[config.mk]
export PLATFORM = sky130hd
export DESIGN_NAME = tbrk_div
export DESIGN_NICKNAME = d
export VERILOG_FILES = /design/src/design/two_body_rk4_orbit_step_unit_macros.svh /design/src/design/tbrk_pkg.sv /design/src/design/tbrk_div.sv
export SDC_FILE = /design/constraint.sdc
export NUM_CORES = 1
export LEC_CHECK = 0
export BUFFER_PORTS_ARGS = -buffer_cell sky130_fd_sc_hd__buf_2
export CORE_MARGIN = 5
export CORE_UTILIZATION = 45
export CTS_BUF_LIST = sky130_fd_sc_hd__clkbuf_4
export DETAILED_ROUTE_END_ITERATION = 10
export PLACE_DENSITY = 0.66
export SYNTH_ARGS = -nofsm -noshare
export SYNTH_HDL_FRONTEND = slang
export SYNTH_SLANG_ARGS = --single-unit
[constraint.sdc]
create_clock -name clk -period 11.5 [get_ports clk]
set_input_delay 0.575 -clock clk [delete_from_list [all_inputs] [get_ports clk]]
set_output_delay 0.575 -clock clk [all_outputs]
set_load 0.1 [all_outputs]
[src/design/two_body_rk4_orbit_step_unit_macros.svh]
// ----------------------------------------------------------------------------
// Assertion macros for the two-body orbit step unit
// Concurrent checks sampled on clk and disabled during rst.
// ----------------------------------------------------------------------------
`ifndef TWO_BODY_RK4_ORBIT_STEP_UNIT_MACROS_SVH
`define TWO_BODY_RK4_ORBIT_STEP_UNIT_MACROS_SVH

// Same-cycle implication
`define TBRK_ASSERT_IMP(lbl, ante, cons, msg) \
  lbl: assert property (@(posedge clk) disable iff (rst) (ante) |-> (cons)) \
    else $error(msg);

// Next-cycle implication
`define TBRK_ASSERT_NXT(lbl, ante, cons, msg) \
  lbl: assert property (@(posedge clk) disable iff (rst) (ante) |=> (cons)) \
    else $error(msg);

`endif

[src/design/tbrk_pkg.sv]
// ----------------------------------------------------------------------------
// tbrk_pkg
// Shared constants, types and fixed-point helpers of the orbit step unit.
// ----------------------------------------------------------------------------
package tbrk_pkg;

  localparam int FRAC_BITS = 32;
  localparam int STEP_W    = 42;
  localparam int MU_W      = 62;
  localparam int CFG_W     = 62;

  localparam logic [STEP_W-1:0] STEP_RESET = 42'd67108864;
  localparam logic [MU_W-1:0]   MU_RESET   = 62'd1711975861702152;

  // register indexes
  localparam logic REG_STEP = 1'b0;
  localparam logic REG_MU   = 1'b1;

  // item kinds
  localparam logic KIND_LOAD = 1'b0;
  localparam logic KIND_STEP = 1'b1;

  localparam logic signed [63:0] S64_MAX = 64'sh7FFF_FFFF_FFFF_FFFF;
  localparam logic signed [63:0] S64_MIN = 64'sh8000_0000_0000_0000;

  typedef struct packed {
    logic signed [63:0] val;
    logic               sat;
  } sres_t;

  typedef struct packed {
    logic busy;
    logic done;
  } unit_stat_t;

  // magnitude of a signed word
  function automatic logic [63:0] mag(input logic signed [63:0] a);
    mag = a[63] ? (64'd0 - 64'(a)) : 64'(a);
  endfunction

  // saturating signed add
  function automatic sres_t sat_add(input logic signed [63:0] a,
                                    input logic signed [63:0] b);
    sres_t       r;
    logic [64:0] s;
    s = {a[63], a} + {b[63], b};
    if (s[64] != s[63]) begin
      r.val = a[63] ? S64_MIN : S64_MAX;
      r.sat = 1'b1;
    end else begin
      r.val = s[63:0];
      r.sat = 1'b0;
    end
    return r;
  endfunction

  // signed word from magnitude and sign, saturating
  function automatic sres_t pack_mag(input logic [127:0] m, input logic neg);
    sres_t r;
    if (neg) begin
      if (m[127:64] != '0 || m[63:0] > 64'h8000_0000_0000_0000) begin
        r.val = S64_MIN;
        r.sat = 1'b1;
      end else begin
        r.val = 64'd0 - m[63:0];
        r.sat = 1'b0;
      end
    end else if (m[127:63] != '0) begin
      r.val = S64_MAX;
      r.sat = 1'b1;
    end else begin
      r.val = m[63:0];
      r.sat = 1'b0;
    end
    return r;
  endfunction

  // round to nearest on the magnitude; half selects one extra fraction bit
  function automatic logic [127:0] round_shift(input logic [127:0] p, input logic half);
    if (half) round_shift = (p + (128'd1 << FRAC_BITS)) >> (FRAC_BITS + 1);
    else      round_shift = (p + (128'd1 << (FRAC_BITS - 1))) >> FRAC_BITS;
  endfunction

endpackage

[src/design/tbrk_div.sv]
// ----------------------------------------------------------------------------
// tbrk_div
// Restoring divider, 128 by 64 bits, one quotient bit per cycle.
// ----------------------------------------------------------------------------
module tbrk_div (
  input  logic                clk,
  input  logic                rst,
  input  logic                start,
  input  logic [63:0]         num_hi,
  input  logic [63:0]         num_lo,
  input  logic [63:0]         den,
  output logic [63:0]         quo,
  output logic                over,
  output tbrk_pkg::unit_stat_t stat
);

  logic [63:0] rem;
  logic [63:0] lo;
  logic [63:0] den_r;
  logic [5:0]  cnt;
  logic [64:0] rem_s;
  logic        take;

  // shift in the next numerator bit and compare
  always_comb begin
    rem_s = {rem, lo[63]};
    take  = (rem_s >= {1'b0, den_r});
  end

  always_ff @(posedge clk) begin
    if (rst) begin
      stat <= '0;
      cnt  <= '0;
    end else begin
      stat.done <= start ? (num_hi >= den) : (stat.busy && (cnt == 6'd0));
      if (start) begin
        den_r <= den;
        rem   <= num_hi;
        lo    <= num_lo;
        cnt   <= 6'd63;
        // quotient would not fit in 64 bits
        if (num_hi >= den) begin
          over <= 1'b1;
          quo  <= '1;
        end else begin
          over      <= 1'b0;
          quo       <= '0;
          stat.busy <= 1'b1;
        end
      end else if (stat.busy) begin
        rem <= take ? 64'(rem_s - {1'b0, den_r}) : rem_s[63:0];
        quo <= {quo[62:0], take};
        lo  <= {lo[62:0], 1'b0};
        cnt <= cnt - 6'd1;
        if (cnt == 6'd0) stat.busy <= 1'b0;
      end
    end
  end

endmodule

==> impl_metrics.json <==
{
  "crit_type": "reg -> reg",
  "hold_violations": 0,
  "insertion_delay_ns": 0.76,
  "powerDensity_nw_per_um2": 149,
  "final-setup-viol-count": 0,
  "routed_wl_mm": 44.8,
  "fin_skew_ns": 0.0603,
  "period_minus_slack_ns": 4.28,
  "synth_area_leader_cell": "edfxtp_1",
  "utilization_pct": 54.4,
  "rows": 70,
  "ys_seq_elements": 265,
  "grt_first_pass_wirelength_mm": 70.7,
  "via_count": 13200,
  "design.die.area_um2": 40500,
  "synth-async-reset-ratio_pct": 0,
  "first_pass_iters": 7,
  "start_util_pct": 45.3,
  "chipWidth_um": 201,
  "synth_edf_count": 257,
  "die_y_um": 201,
  "core-area_um2": 36300,
  "ant_nets": 0,
  "yosys-top-cells-area": "edfxtp_1, ha_1, mux2_2, a21oi_1, o21a_1",
  "drcViolationCount": 0,
  "drt_first_iter_violations": 790,
  "start_kind": "flip-flop",
  "fin_setup_tns_ns": 0,
  "slew_viol_final": 0,
  "cts.sinks": 265,
  "fmax_ghz": 0.233,
  "htreeDepth": 3,
  "postSynthCellCount": 1533,
  "yosysSeqAreaShare_pct": 47.9,
  "worstMarginPinSlew_ns": 1.17,
  "hold_class": "in -> reg",
  "final_net_count": 2197,
  "crit_path_end_kind": "flip-flop",
  "cp_top_family": "compound AO/OA/AOI/OAI gates",
  "arrival_ns": 4.75,
  "irDropWorstVdd_v": 0.000134,
  "synth.distinct_cells": 69,
  "max_slew_margin_pct": 22.0,
  "drive_above_1_share_pct": 26.2,
  "grt.overflow.total": 0,
  "fin_cells": 2392,
  "grt_max_degree": 88,
  "status": "completed",
  "cts_root_buf": "clkbuf_4",
  "max-clock-path-buffers": 3,
  "cap_violations": 0,
  "critPathRequiredTime_ns": 11.97,
  "fin_crit_sh_pct": 37.3,
  "critical_path.slowest_cell": "buf_4",
  "grt_pass1_vias": 13300,
  "rsz0062_at_grt": "no",
  "p_leak_uw": 0.00850,
  "max_stage_delay_ns": 0.68,
  "path_buf_inv": 1,
  "clkTransAtPathRegs_ns": 0.07,
  "whs_ns": 0.116,
  "syn_avg_cell_area_um2": 10.7,
  "place_hpwl_mm": 32.5,
  "cts_tree": "done",
  "ioPinCount": 262,
  "synthToLayoutAreaGrowth_pct": 20.1,
  "synthTopCellsByCount": "edfxtp_1, inv_1, a21oi_1",
  "post_cts_buffers": 0,
  "grtUsageTotal_pct": 21.4,
  "cp_max_fo": 69,
  "vias_per_cell": 5.50,
  "antenna_found_initial": 11,
  "post_drt_wl_per_cell_um": 18.7,
  "synth_area_um2": 16500,
  "synth_top_area_share_pct": 46.9,
  "dp_cells": 2196,
  "port_buffers": 261,
  "ys_warn_count": 0,
  "yosysMostFrequentCell": "edfxtp_1",
  "crit_chain": "ha_1, nand4_1, nor3_1, a21boi_0, o311ai_1, nand2_1, a31oi_4, o21bai_4, buf_4, a21oi_1, mux2_2",
  "cts_made_buffers": 77,
  "synthFlopType": "edfxtp_1",
  "syn-num-nets": 1859,
  "gp_congestion": 0.881
}
-- kinds of logic after synthesis --
kind of cell             Yosys count  share of synthesized area (%)
XOR/XNOR                          58                           3.09
buffers and inverters            223                           5.23
flip-flops                       265                           47.9
AO/OA/AOI/OAI                    432                           17.5
AND/OR/NAND/NOR                  326                           9.60
multiplexers                      98                           6.68
adder cells (fa/ha/maj)          131                           10.0
-- cells in the final DEF (no fill, tap or decap), types with 10 or more instances in the layout --
cell,synthesis,layout
xnor2_1,35,35
buf_4,2,10
or3_1,13,13
and3_1,12,12
o21a_1,80,80
nand3_1,18,17
a2bb2oi_1,11,11
nand4_1,33,33
nor3_1,21,21
nand2_1,88,88
o21bai_1,14,13
nor2_1,94,92
ha_1,130,130
dlygate4sd3_1,0,64
a21o_1,66,66
a21oi_1,135,135
o21ai_0,49,49
clkbuf_4,0,109
mux2_2,95,95
edfxtp_1,257,257
inv_1,146,146
a31oi_1,10,10
clkinv_1,0,12
xor2_1,23,23
buf_2,13,260
-- stage by stage --
stage               worst slack [ns]  instance area (um^2)  power, uW
floorplan                       1.29                 16500       1840
finish                          7.22                 19800       2940
CTS                             7.19                 19800       2970
global route                    6.85                 19800       3110
global placement                7.29                 18200       2020
detailed placement              7.23                 18200       2030
-- registers in the layout, summed over array words and instances, names as in the netlist --
name   cells
quo       64
over       1
den_r     64
stat       2
rem       64
cnt        6
lo        64
-- timing repair --
| action | CTS | global route |
|---|---|---|
| endpoints found under the hold margin | 64 | 0 |
| hold buffers | 64 | 0 |
| gates resized for setup | 0 | 0 |
-- routing by layer --
| metal | vias to the layer above | share of wire, % | GRT usage (%) |
|---|---|---|---|
| met2 | 414 | 46 | 34.3 |
| met1 | 6280 | 44 | 28.2 |
| met3 | 66 | 7.9 | 6.82 |
| li1 | 6391 | - | - |
| met5 | - | 0.094 | 0 |
| met4 | 8 | 1.7 | 6.10 |
-- final timing paths --
path,endpoint,slack (ns),start,cells past startpoint
worst max-delay path,rem[35],7.22,rem[6],11
worst min-delay path,lo[0],0.12,num_lo[0],2
worst min register to register,quo[25],0.54,quo[24],1
worst max register to register,rem[35],7.22,rem[6],11
-- cell type report --
type,count,area (um^2)
diodes,3,7.51
clock buffers,109,818
clock inverters,20,141
fillers,3204,16600
inverters,147,552
multi-input cells,1045,7750
flip-flops and latches,265,7880
well taps,468,586
repair buffers,335,2030
-- where the power goes --
| group | total [uW] | internal [uW] | switching (uW) |
|---|---|---|---|
| clock network | 901 | 479 | 421 |
| registers | 1200 | 1160 | 35.3 |
| logic | 835 | 312 | 523 |
| total | 2940 | 1960 | 980 |
No activity file was read; power rests on OpenSTA's default activity.
