## config.mk

```make
export PLATFORM = sky130hd
export DESIGN_NAME = tbrk_sqrt
export DESIGN_NICKNAME = d
export VERILOG_FILES = /design/src/design/two_body_rk4_orbit_step_unit_macros.svh /design/src/design/tbrk_pkg.sv /design/src/design/tbrk_sqrt.sv
export SDC_FILE = /design/constraint.sdc
export NUM_CORES = 1
export LEC_CHECK = 0
export ABC_AREA = 1
export BUFFER_PORTS_ARGS = -buffer_cell sky130_fd_sc_hd__buf_2
export CAP_MARGIN = 10
export CORE_MARGIN = 4
export CORE_UTILIZATION = 40
export DETAILED_ROUTE_END_ITERATION = 8
export HOLD_SLACK_MARGIN = 0.05
export PLACE_DENSITY = 0.59
export SYNTH_ARGS = -nofsm -noshare
export SYNTH_HDL_FRONTEND = slang
export SYNTH_SLANG_ARGS = --single-unit
```

## constraint.sdc

```tcl
create_clock -name clk -period 35 [get_ports clk]
set_clock_uncertainty 0.05 [all_clocks]
set_input_delay 3.5 -clock clk [delete_from_list [all_inputs] [get_ports clk]]
set_output_delay 3.5 -clock clk [all_outputs]
set_load 0.05 [all_outputs]
```

## src/design/two_body_rk4_orbit_step_unit_macros.svh

```systemverilog
// ----------------------------------------------------------------------------
// Assertion macros for the two-body orbit step unit
// Concurrent checks sampled on clk and disabled during rst.
// ----------------------------------------------------------------------------
`ifndef TWO_BODY_RK4_ORBIT_STEP_UNIT_MACROS_SVH
`define TWO_BODY_RK4_ORBIT_STEP_UNIT_MACROS_SVH

// Same-cycle implication
`define TBRK_ASSERT_IMP(lbl, ante, cons, msg) \
  lbl: assert property (@(posedge clk) disable iff (rst) (ante) |-> (cons)) \
    else $error(msg);

// Next-cycle implication
`define TBRK_ASSERT_NXT(lbl, ante, cons, msg) \
  lbl: assert property (@(posedge clk) disable iff (rst) (ante) |=> (cons)) \
    else $error(msg);

`endif

```

## src/design/tbrk_pkg.sv

```systemverilog
// ----------------------------------------------------------------------------
// tbrk_pkg
// Shared constants, types and fixed-point helpers of the orbit step unit.
// ----------------------------------------------------------------------------
package tbrk_pkg;

  localparam int FRAC_BITS = 32;
  localparam int STEP_W    = 42;
  localparam int MU_W      = 62;
  localparam int CFG_W     = 62;

  localparam logic [STEP_W-1:0] STEP_RESET = 42'd67108864;
  localparam logic [MU_W-1:0]   MU_RESET   = 62'd1711975861702152;

  // register indexes
  localparam logic REG_STEP = 1'b0;
  localparam logic REG_MU   = 1'b1;

  // item kinds
  localparam logic KIND_LOAD = 1'b0;
  localparam logic KIND_STEP = 1'b1;

  localparam logic signed [63:0] S64_MAX = 64'sh7FFF_FFFF_FFFF_FFFF;
  localparam logic signed [63:0] S64_MIN = 64'sh8000_0000_0000_0000;

  typedef struct packed {
    logic signed [63:0] val;
    logic               sat;
  } sres_t;

  typedef struct packed {
    logic busy;
    logic done;
  } unit_stat_t;

  // magnitude of a signed word
  function automatic logic [63:0] mag(input logic signed [63:0] a);
    mag = a[63] ? (64'd0 - 64'(a)) : 64'(a);
  endfunction

  // saturating signed add
  function automatic sres_t sat_add(input logic signed [63:0] a,
                                    input logic signed [63:0] b);
    sres_t       r;
    logic [64:0] s;
    s = {a[63], a} + {b[63], b};
    if (s[64] != s[63]) begin
      r.val = a[63] ? S64_MIN : S64_MAX;
      r.sat = 1'b1;
    end else begin
      r.val = s[63:0];
      r.sat = 1'b0;
    end
    return r;
  endfunction

  // signed word from magnitude and sign, saturating
  function automatic sres_t pack_mag(input logic [127:0] m, input logic neg);
    sres_t r;
    if (neg) begin
      if (m[127:64] != '0 || m[63:0] > 64'h8000_0000_0000_0000) begin
        r.val = S64_MIN;
        r.sat = 1'b1;
      end else begin
        r.val = 64'd0 - m[63:0];
        r.sat = 1'b0;
      end
    end else if (m[127:63] != '0) begin
      r.val = S64_MAX;
      r.sat = 1'b1;
    end else begin
      r.val = m[63:0];
      r.sat = 1'b0;
    end
    return r;
  endfunction

  // round to nearest on the magnitude; half selects one extra fraction bit
  function automatic logic [127:0] round_shift(input logic [127:0] p, input logic half);
    if (half) round_shift = (p + (128'd1 << FRAC_BITS)) >> (FRAC_BITS + 1);
    else      round_shift = (p + (128'd1 << (FRAC_BITS - 1))) >> FRAC_BITS;
  endfunction

endpackage

```

## src/design/tbrk_sqrt.sv

```systemverilog
// ----------------------------------------------------------------------------
// tbrk_sqrt
// Integer square root of a 128-bit word, one root bit per cycle.
// ----------------------------------------------------------------------------
module tbrk_sqrt (
  input  logic                clk,
  input  logic                rst,
  input  logic                start,
  input  logic [127:0]        rad,
  output logic [63:0]         root,
  output tbrk_pkg::unit_stat_t stat
);

  logic [127:0] x;
  logic [67:0]  rem;
  logic [5:0]   cnt;
  logic [67:0]  rem_s;
  logic [67:0]  trial;
  logic         take;

  // bring down two radicand bits and try the next root bit
  always_comb begin
    rem_s = {rem[65:0], x[127:126]};
    trial = {2'b00, root, 2'b01};
    take  = (rem_s >= trial);
  end

  always_ff @(posedge clk) begin
    if (rst) begin
      stat <= '0;
      cnt  <= '0;
    end else begin
      stat.done <= !start && stat.busy && (cnt == 6'd0);
      if (start) begin
        x         <= rad;
        rem       <= '0;
        root      <= '0;
        cnt       <= 6'd63;
        stat.busy <= 1'b1;
      end else if (stat.busy) begin
        rem  <= take ? (rem_s - trial) : rem_s;
        root <= {root[62:0], take};
        x    <= {x[125:0], 2'b00};
        cnt  <= cnt - 6'd1;
        if (cnt == 6'd0) stat.busy <= 1'b0;
      end
    end
  end

endmodule

```

==> results of run 1 <==
==> worst register-to-register path, stage by stage (launching register included) <==
cell and delay, ns:
edfxtp_1 0.49, ha_1 0.40, nand2_1 0.17, nor2_2 0.25, inv_2 0.06, nor2_1 0.19
nand2_1 0.10, nor2_1 0.10, nand2_1 0.11, nand3_2 0.13, nand2_2 0.09, nand2_4 0.34
buf_4 0.55, nand2_1 0.21, nand2_1 0.08, nor2_1 0.05
==> synthesized netlist by cell type, drive strengths merged <==
library cell and instances:
clkbuf 37, a21o 1, nand2 1078, xor2 31, and3 2, nor4 6, a31oi 3, ha 68
nand3b 23, nor3 23, o21bai 4, o21ai 54, a2111oi 1, nor2 296, nand3 32, inv 386
and2 3, o31ai 1, nand4 11, buf 20, dfxtp 8, a21oi 58, edfxtp 258, or2 1
o21a 2, a221oi 1, clkinv 1, xnor2 1
==> state kept, by name (all words and copies together) (netlist names) <==
register and flops:
x 128, rem 66, root 64, cnt 6
stat 2
==> power groups by stage <==
stage | sequential (mW) | clock [mW] | combinational (mW)
global placement | 0.401 | 0 | 0.253
CTS | 0.395 | 0.349 | 0.257
floorplan | 0.420 | 0 | 0.171
finish | 0.394 | 0.340 | 0.257
global route | 0.397 | 0.365 | 0.291
detailed placement | 0.401 | 0 | 0.256
==> through the flow <==
step	instance area, µm²	utilization	power (mW)	hold slack [ns]
3_5_place_dp	18750	0.4431	0.6564	0.4280
2_1_floorplan	17260	-	0.5901	0.3976
6_report	19820	0.4684	0.9915	0.4315
5_1_grt	19820	0.4684	1.052	0.4711
3_3_place_gp	18750	0.4431	0.6541	0.4192
4_1_cts	19820	0.4684	1.001	0.4364
==> final cells by class <==
cell class | instances | area (µm²) | share of cell area
clock inverters | 24 | 291.5 | 0.01471
multi-input cells | 1700 | 7619 | 0.3843
inverters | 387 | 1458 | 0.07353
repair buffers | 204 | 1047 | 0.05283
well taps | 577 | 721.9 | 0.03642
flip-flops and latches | 266 | 7908 | 0.3989
clock buffers | 32 | 779.5 | 0.03932
==> how the worst max path moves through the flow <==
stage / startpoint / to / slack [ns] / cells after the start
6_report: start / rem[13]$_SDFFCE_PP0P_ / 28.87 / 5
5_1_grt: start / rem[15]$_SDFFCE_PP0P_ / 28.65 / 5
4_1_cts: start / rem[15]$_SDFFCE_PP0P_ / 28.88 / 5
3_5_place_dp: start / rem[15]$_SDFFCE_PP0P_ / 28.26 / 5
3_3_place_gp: start / rem[15]$_SDFFCE_PP0P_ / 28.32 / 5
2_1_floorplan: start / rem[0]$_SDFFCE_PP0P_ / 19.51 / 3
==> cell families after synthesis <==
family / count (synthesis) / synth area share
xor+xnor: 32 / 0.01624
buf+inv: 444 / 0.1008
fa+ha+maj: 68 / 0.04930
simple gates: 1475 / 0.3370
flops: 266 / 0.4582
compound gates: 125 / 0.03850
==> routing by layer <==
layer  part of all wire  track usage  vias up  wire, µm
met4              0.019      0.03951        2       911
met5            0.00014            0        -         7
met3              0.066      0.03601       67      3223
met2               0.44       0.3252      394     21370
met1               0.47       0.2920     6908     23040
li1                   -            -     7787         -
==> summary.md, run 1 <==
| Metric | Value |
|---|---|
| Status | finished clean |
| Number of top-level pins | around 200 |
| Antenna Cells | 0 |
| Vias in the first global route | 14680 |
| Psw | 325.2 µW |
| Most common cell on crit path | buf_4 |
| DIE AREA | 46540 µm² |
| FF-to-FF Start | rem[22]$_SDFFCE_PP0P_ |
| Core area | 42320 µm² |
| Buf+Inv Stages, Crit Path | 3 |
| Largest net degree at the start of global routing | 101 |
| Mapped Cells | 2410 |
| First-pass GRT wire length | 77110 µm |
| FMAX | 163.0 MHz |
| Slew Limit Fails | 0 |
| Placed insts | 3134 |
| Static Leak | 10.41 nW |
| GRT Residual Overflow | 0 |
| PwrDens | 50.02 nW/µm² |
| Dominant cell type by area after synthesis | edfxtp_1 |
| Share of power burned in registers | 0.398 |
| Clock sinks | 266 |
| Cts repair resizes | 0 |
| Setup slack, reg-to-reg | 31.38 ns |
| Worst hold path cell count | 2 |
| Worst setup path class | input port to flop |
| Clock power frac | 0.343 |
| Gr usage total | 0.2032 |
| Post-Layout Cell Count | 3190 |
| # DRC | 0 |
| CP Cell Sequence | buf_6 -> nor2_1 -> nor2_4 -> buf_4 -> buf_4 |
| Core Rows | 75 |
| Hold worst-path end | cnt[5]$_SDFFE_PP0N_ |
| Vias | between 15000 and 20000 |
| Hold Path Origin | cnt[5]$_SDFFE_PP0N_ |
| Final Critical Period | 6.135 ns |
| H-tree levels | 1 |
| Initial Util | 0.4078 |
| Die height | 215.7 µm |
| CP required | 35.15 ns |
| Cell area after synthesis | 17260 µm² |
| Crit-path leading delay family | buffers and inverters |
| DRT antenna net count | 0 |
| CP endpoint kind | flop |
| Fin. Hold Viols | 0 |
| Wire per inst | 15.22 µm |
| Vias per cell | around 4.8 |
| Largest cells by area after synthesis | edfxtp_1, nand2_1, inv_1, nor2_1, ha_1 |
| Syn Area/Cell | roughly 7.2 µm² |
| VDD IR-drop max | 40.86 µV |
| Most common cell after layout, fill and taps aside | nand2_1 |
| Sw Ratio | 0.3280 |
| Setup violators final | 0 |
| Clk slew on worst S/H paths | around 0.06 ns |
| CTS tree | built |
| 1st-iter DRT viols | 1135 |
| Most frequent cells in the layout | nand2_1, inv_1, nor2_1 |
| Critical path's slowest cell | buf_4 |
| Worst Tran Pin Value | 1.135 ns |
| Netlist cell types | 44 |
| MaxCap Viol Count | 0 |
| Place WS | ~28 ns |
| Initial antenna violation count | 1 |
| Max Root-Sink Buffers | 3 |
| Register area share after synthesis | 0.4582 |
| Nets | 2788 |
| Worst-Skew Late Latency | 0.58 ns |
| Setup repair bufs after CTS | 0 |
| Warnings, synthesis | 0 |
| DR pass1 iterations | 6 |
| RSZ-0062 raised after global routing | false |
| Cts bufs inserted | 30 |
| Setup slack after layout | roughly 29 ns |
| Critical Path AT | 6.29 ns |
| Hold/Removal Path Class | flop to flop |
| Worst Reg2Reg Path Length in Cells | 15 |
| Die width | 215.7 µm |
| Yosys top cell area share | 0.4489 |
| Port bufs | between 150 and 200 |
| Logic gate share of total power | 0.259 |
| Placer Congestion | 0.9777 |
| Layout cells sized above 1 | 0.1064 |
| Reg2reg end | rem[44]$_SDFFCE_PP0P_ |
| Worst path max stage delay | 0.86 ns |
| Area delta synth->final | 14.86% |
| Detailed Route WL | 48550 µm |
| Final period util | 0.1753 |
| HPWL after DPL | 37180 µm |
| Slew margin rel. | 0.2430 |
| Yosys reg bits | around 270 |
| Fill count | around 4400 |
| Int Pwr | between 600 and 700 µW |
| Final TNS setup | 0 ns |
| Type of origin of the critical path | input port |
| Hold Buf Count CTS | 0 |
| Worst-path maximum fanout | a little under 100 |
| Clock Tree Root | clkbuf_16 |
| Post-synth net total | 2609 |
(Power assumes the default switching activity.)
==> inputs of run 2 (changes only) <==
- ABC_AREA: 1 -> 0
- PLACE_DENSITY: 0.59 -> 0.6
- clock period: 35 -> 6 ns (I/O delays scaled with it)
==> run 2 against run 1 <==
Net effect:
- the flow now finishes with violations (max-slew violations)
- critical endpoint is now rem[38]$_SDFFCE_PP0P_
- critical path depth grew 7
- wire length shrank 26%
- synthesized cell count shrank 43%
==> summary.md, run 2 <==
| Metric | Value |
|---|---|
| Status | finished, violations left |
| Failing checks | max-slew violations |
| HPWL after DPL | 25190 µm (-32%) |
| Die height | 201.9 µm (-6.4%) |
| Post-synth EDFFs | 258 (unchanged) |
| Placer Congestion | 0.8735 (-11%) |
| H-tree levels | 1 (unchanged) |
| Register area share after synthesis | 0.5257 (+0.06753) |
| Largest register FFs | 128 (unchanged) |
| Worst hold path cell count | 2 (unchanged) |
| Yosys top cell area share | 0.5151 (+0.06616) |
| Detailed Route WL | 36040 µm (-26%) |
| Worst-path maximum fanout | 26 (-74%) |
| Vias | 10874 (-28%) |
| Vias per cell | 5.246 (+10%) |
| Clk slew on worst S/H paths | 0.07 ns (about the same) |
| Gr usage total | 0.1727 (-0.03050) |
| Final TNS setup | 0 ns (unchanged) |
| Clock sinks | 266 (unchanged) |
| Hold slack | 0.2496 ns (-0.1820 ns) |
| Slew Limit Fails | 66 (+66) |
| Core area | 36870 µm² (-13%) |
| CP required | 6.29 ns (-28.86 ns) |
| 1st-iter DRT viols | 745 (-34%) |
| MaxCap Viol Count | 0 (unchanged) |
| Metal3 WL | 2937 µm (-8.9%) |
| Max Root-Sink Buffers | 3 (unchanged) |
| Antenna Cells | 0 (unchanged) |
| Static Leak | 6.988 nW (-33%) |
| First-pass GRT wire length | 58460 µm (-24%) |
| Worst Reg2Reg Path Length in Cells | 12 (-3) |
| Fill count | 3441 (-22%) |
| Worst setup path class | flop to flop |
| Post-synth net total | 1582 (-39%) |
| Core Rows | 70 (-6.7%) |
| Most flop-heavy register | x |
| Warnings, synthesis | 0 (unchanged) |
| RSZ-0062 raised after global routing | false |
| Critical Path AT | 4.26 ns (-2.03 ns) |
| Netlist cell types | 67 (+52%) |
| Port bufs | 196 (unchanged) |
| Setup violators final | 0 (unchanged) |
| Final period util | 0.6613 |
| Initial antenna violation count | 8 (+7) |
| Vias in the first global route | 10950 (-25%) |
| FMAX | 252.0 MHz |
| Die width | 201.9 µm (-6.4%) |
| DRT antenna net count | 0 (unchanged) |
| Cell with the most instances after synthesis | edfxtp_1 |
| Worst-Skew Late Latency | 0.58 ns (about the same) |
| Syn Area/Cell | 10.88 µm² (+52%) |
| # DRC | 0 (unchanged) |
| Largest regs | x x128, rem x66, root x64 |
| PwrDens | 323.5 nW/µm² (+550%) |
| WL met2 | 15960 µm (-25%) |
| Fin. Hold Viols | 0 (unchanged) |
| Nets | 1744 (-37%) |
| Synth cell count leaders | edfxtp_1, nand2_1, nor2_1 |
| CTS tree | built |
| GRT Residual Overflow | 0 (unchanged) |
| Ys async rst share | 0 (unchanged) |
| Max Used Layer | met5 |
| CP endpoint kind | flop |
| Yosys reg bits | 266 (unchanged) |
| Hold Path Origin | rad[1] |
| Cell area after synthesis | 15040 µm² (-13%) |
| Dominant cell type by area after synthesis | edfxtp_1 |
| VDD IR-drop max | 264.9 µV (+550%) |
| Layout cells sized above 1 | 0.2498 (+0.1434) |
| Hold/Removal Path Class | input port to flop |
| Largest net degree at the start of global routing | 185 (+83%) |
| Post-synth top flop | edfxtp_1 |
| Most frequent cells in the layout | edfxtp_1, buf_2, nand2_1 |
| Hold Buf Count CTS | 0 (unchanged) |
| Setup slack, reg-to-reg | 2.03 ns (-29.35 ns) |
| Wire per inst | 17.38 µm (+14%) |
| Cts bufs inserted | 31 (+3.3%) |
| Clock Tree Root | clkbuf_16 |
| DIE AREA | 40770 µm² (-12%) |
| Type of origin of the critical path | flop |
| Hold worst-path end | x[1]$_SDFFCE_PN0P_ |
| Worst Tran Pin Value | 1.562 ns (+0.4261 ns) |
| Initial Util | 0.4079 (about the same) |
| Slew margin rel. | -0.04108 (-0.2841) |
| Reg2reg end | rem[38]$_SDFFCE_PP0P_ |
| DR pass1 iterations | 7 (+1) |
| Setup slack after layout | 2.032 ns (-26.83 ns) |
| Final Critical Period | ~4.0 ns |
| FF-to-FF Start | root[13]$_SDFFCE_PP0P_ |
| Area delta synth->final | 16.62% |
| Largest cells by area after synthesis | edfxtp_1, mux2_2, ha_1, a21oi_1, nand2_1 |
| Number of top-level pins | 197 (unchanged) |
| Cts repair resizes | 0 (unchanged) |
| Setup repair bufs after CTS | 0 (unchanged) |
| Mapped Cells | 1383 (-43%) |
| Most common cell after layout, fill and taps aside | edfxtp_1 |
| Place WS | 2.038 ns (-26.22 ns) |
| Metal-1 WL | 16310 µm (-29%) |
## run 2: cell families after synthesis
group | share of synthesized area
and+or+nand+nor | 0.1180
AOI/OAI and AO/OA | 0.1253
DFF | 0.5257
buffers and inverters | 0.04292
muxes | 0.09433
adders and majority gates | 0.05656
xor gates and xnor gates | 0.03727
## run 2: routing by layer
layer,vias to the layer above,GRT usage
li1,5374,-
met1,5103,0.2372
met2,315,0.2681
met3,68,0.05872
met4,14,0.03516
met5,-,0
## run 2: area by class of cell
| type | instances | area (µm²) | area share |
|---|---|---|---|
| Inverter | 87 | 326.6 | 0.01862 |
| Multi-Input combinational cell | 957 | 6505 | 0.3708 |
| Timing Repair Buffer | 202 | 1074 | 0.06120 |
| Clock inverter | 22 | 307.8 | 0.01755 |
| Clock buffer | 35 | 790.8 | 0.04508 |
| Tap cell | 504 | 630.6 | 0.03595 |
| Sequential cell | 266 | 7908 | 0.4508 |
## run 2: report_power, final
group / leakage [nW] / switching (mW) / internal, mW
logic: 3.89 / 0.820 / 0.507
registers: 2.56 / 0.0650 / 2.24
clock network: 0.534 / 0.787 / 1.25
total: 6.99 / 1.67 / 4.00
## run 2: worst max-delay path by stage
stage                                      start                    end  slack, ns
after floorplan                            start   rem[0]$_SDFFCE_PP0P_       0.40
after global placement     root[0]$_SDFFCE_PP0P_  rem[62]$_SDFFCE_PP0P_       2.16
after detailed placement   root[0]$_SDFFCE_PP0P_  rem[38]$_SDFFCE_PP0P_       2.04
after CTS                  root[0]$_SDFFCE_PP0P_  rem[38]$_SDFFCE_PP0P_       2.01
after global routing       root[0]$_SDFFCE_PP0P_  rem[38]$_SDFFCE_PP0P_       1.77
final                     root[13]$_SDFFCE_PP0P_  rem[38]$_SDFFCE_PP0P_       2.03
## run 2: worst max-delay path, stage by stage, from the launching register on
cell and delay (ns):
edfxtp_1 0.35, inv_1 0.06, ha_1 0.38, a21oi_1 0.30, a311oi_1 0.15, a211o_1 0.34
a221oi_4 0.40, o211ai_2 0.18, a211oi_2 0.36, o211a_2 0.43, buf_4 0.39, nor2_1 0.13
a21o_1 0.20
## run 2: per-stage QoR
step | util | total power [mW] | area, µm² | instances
after floorplan | - | 3.354 | 15050 | 1383
after global placement | 0.4459 | 3.661 | 16440 | 2016
after detailed placement | 0.4459 | 3.668 | 16440 | 2016
after CTS | 0.4757 | 5.743 | 17540 | 2073
after global routing | 0.4757 | 5.989 | 17540 | 2073
final | 0.4757 | 5.674 | 17540 | 2073
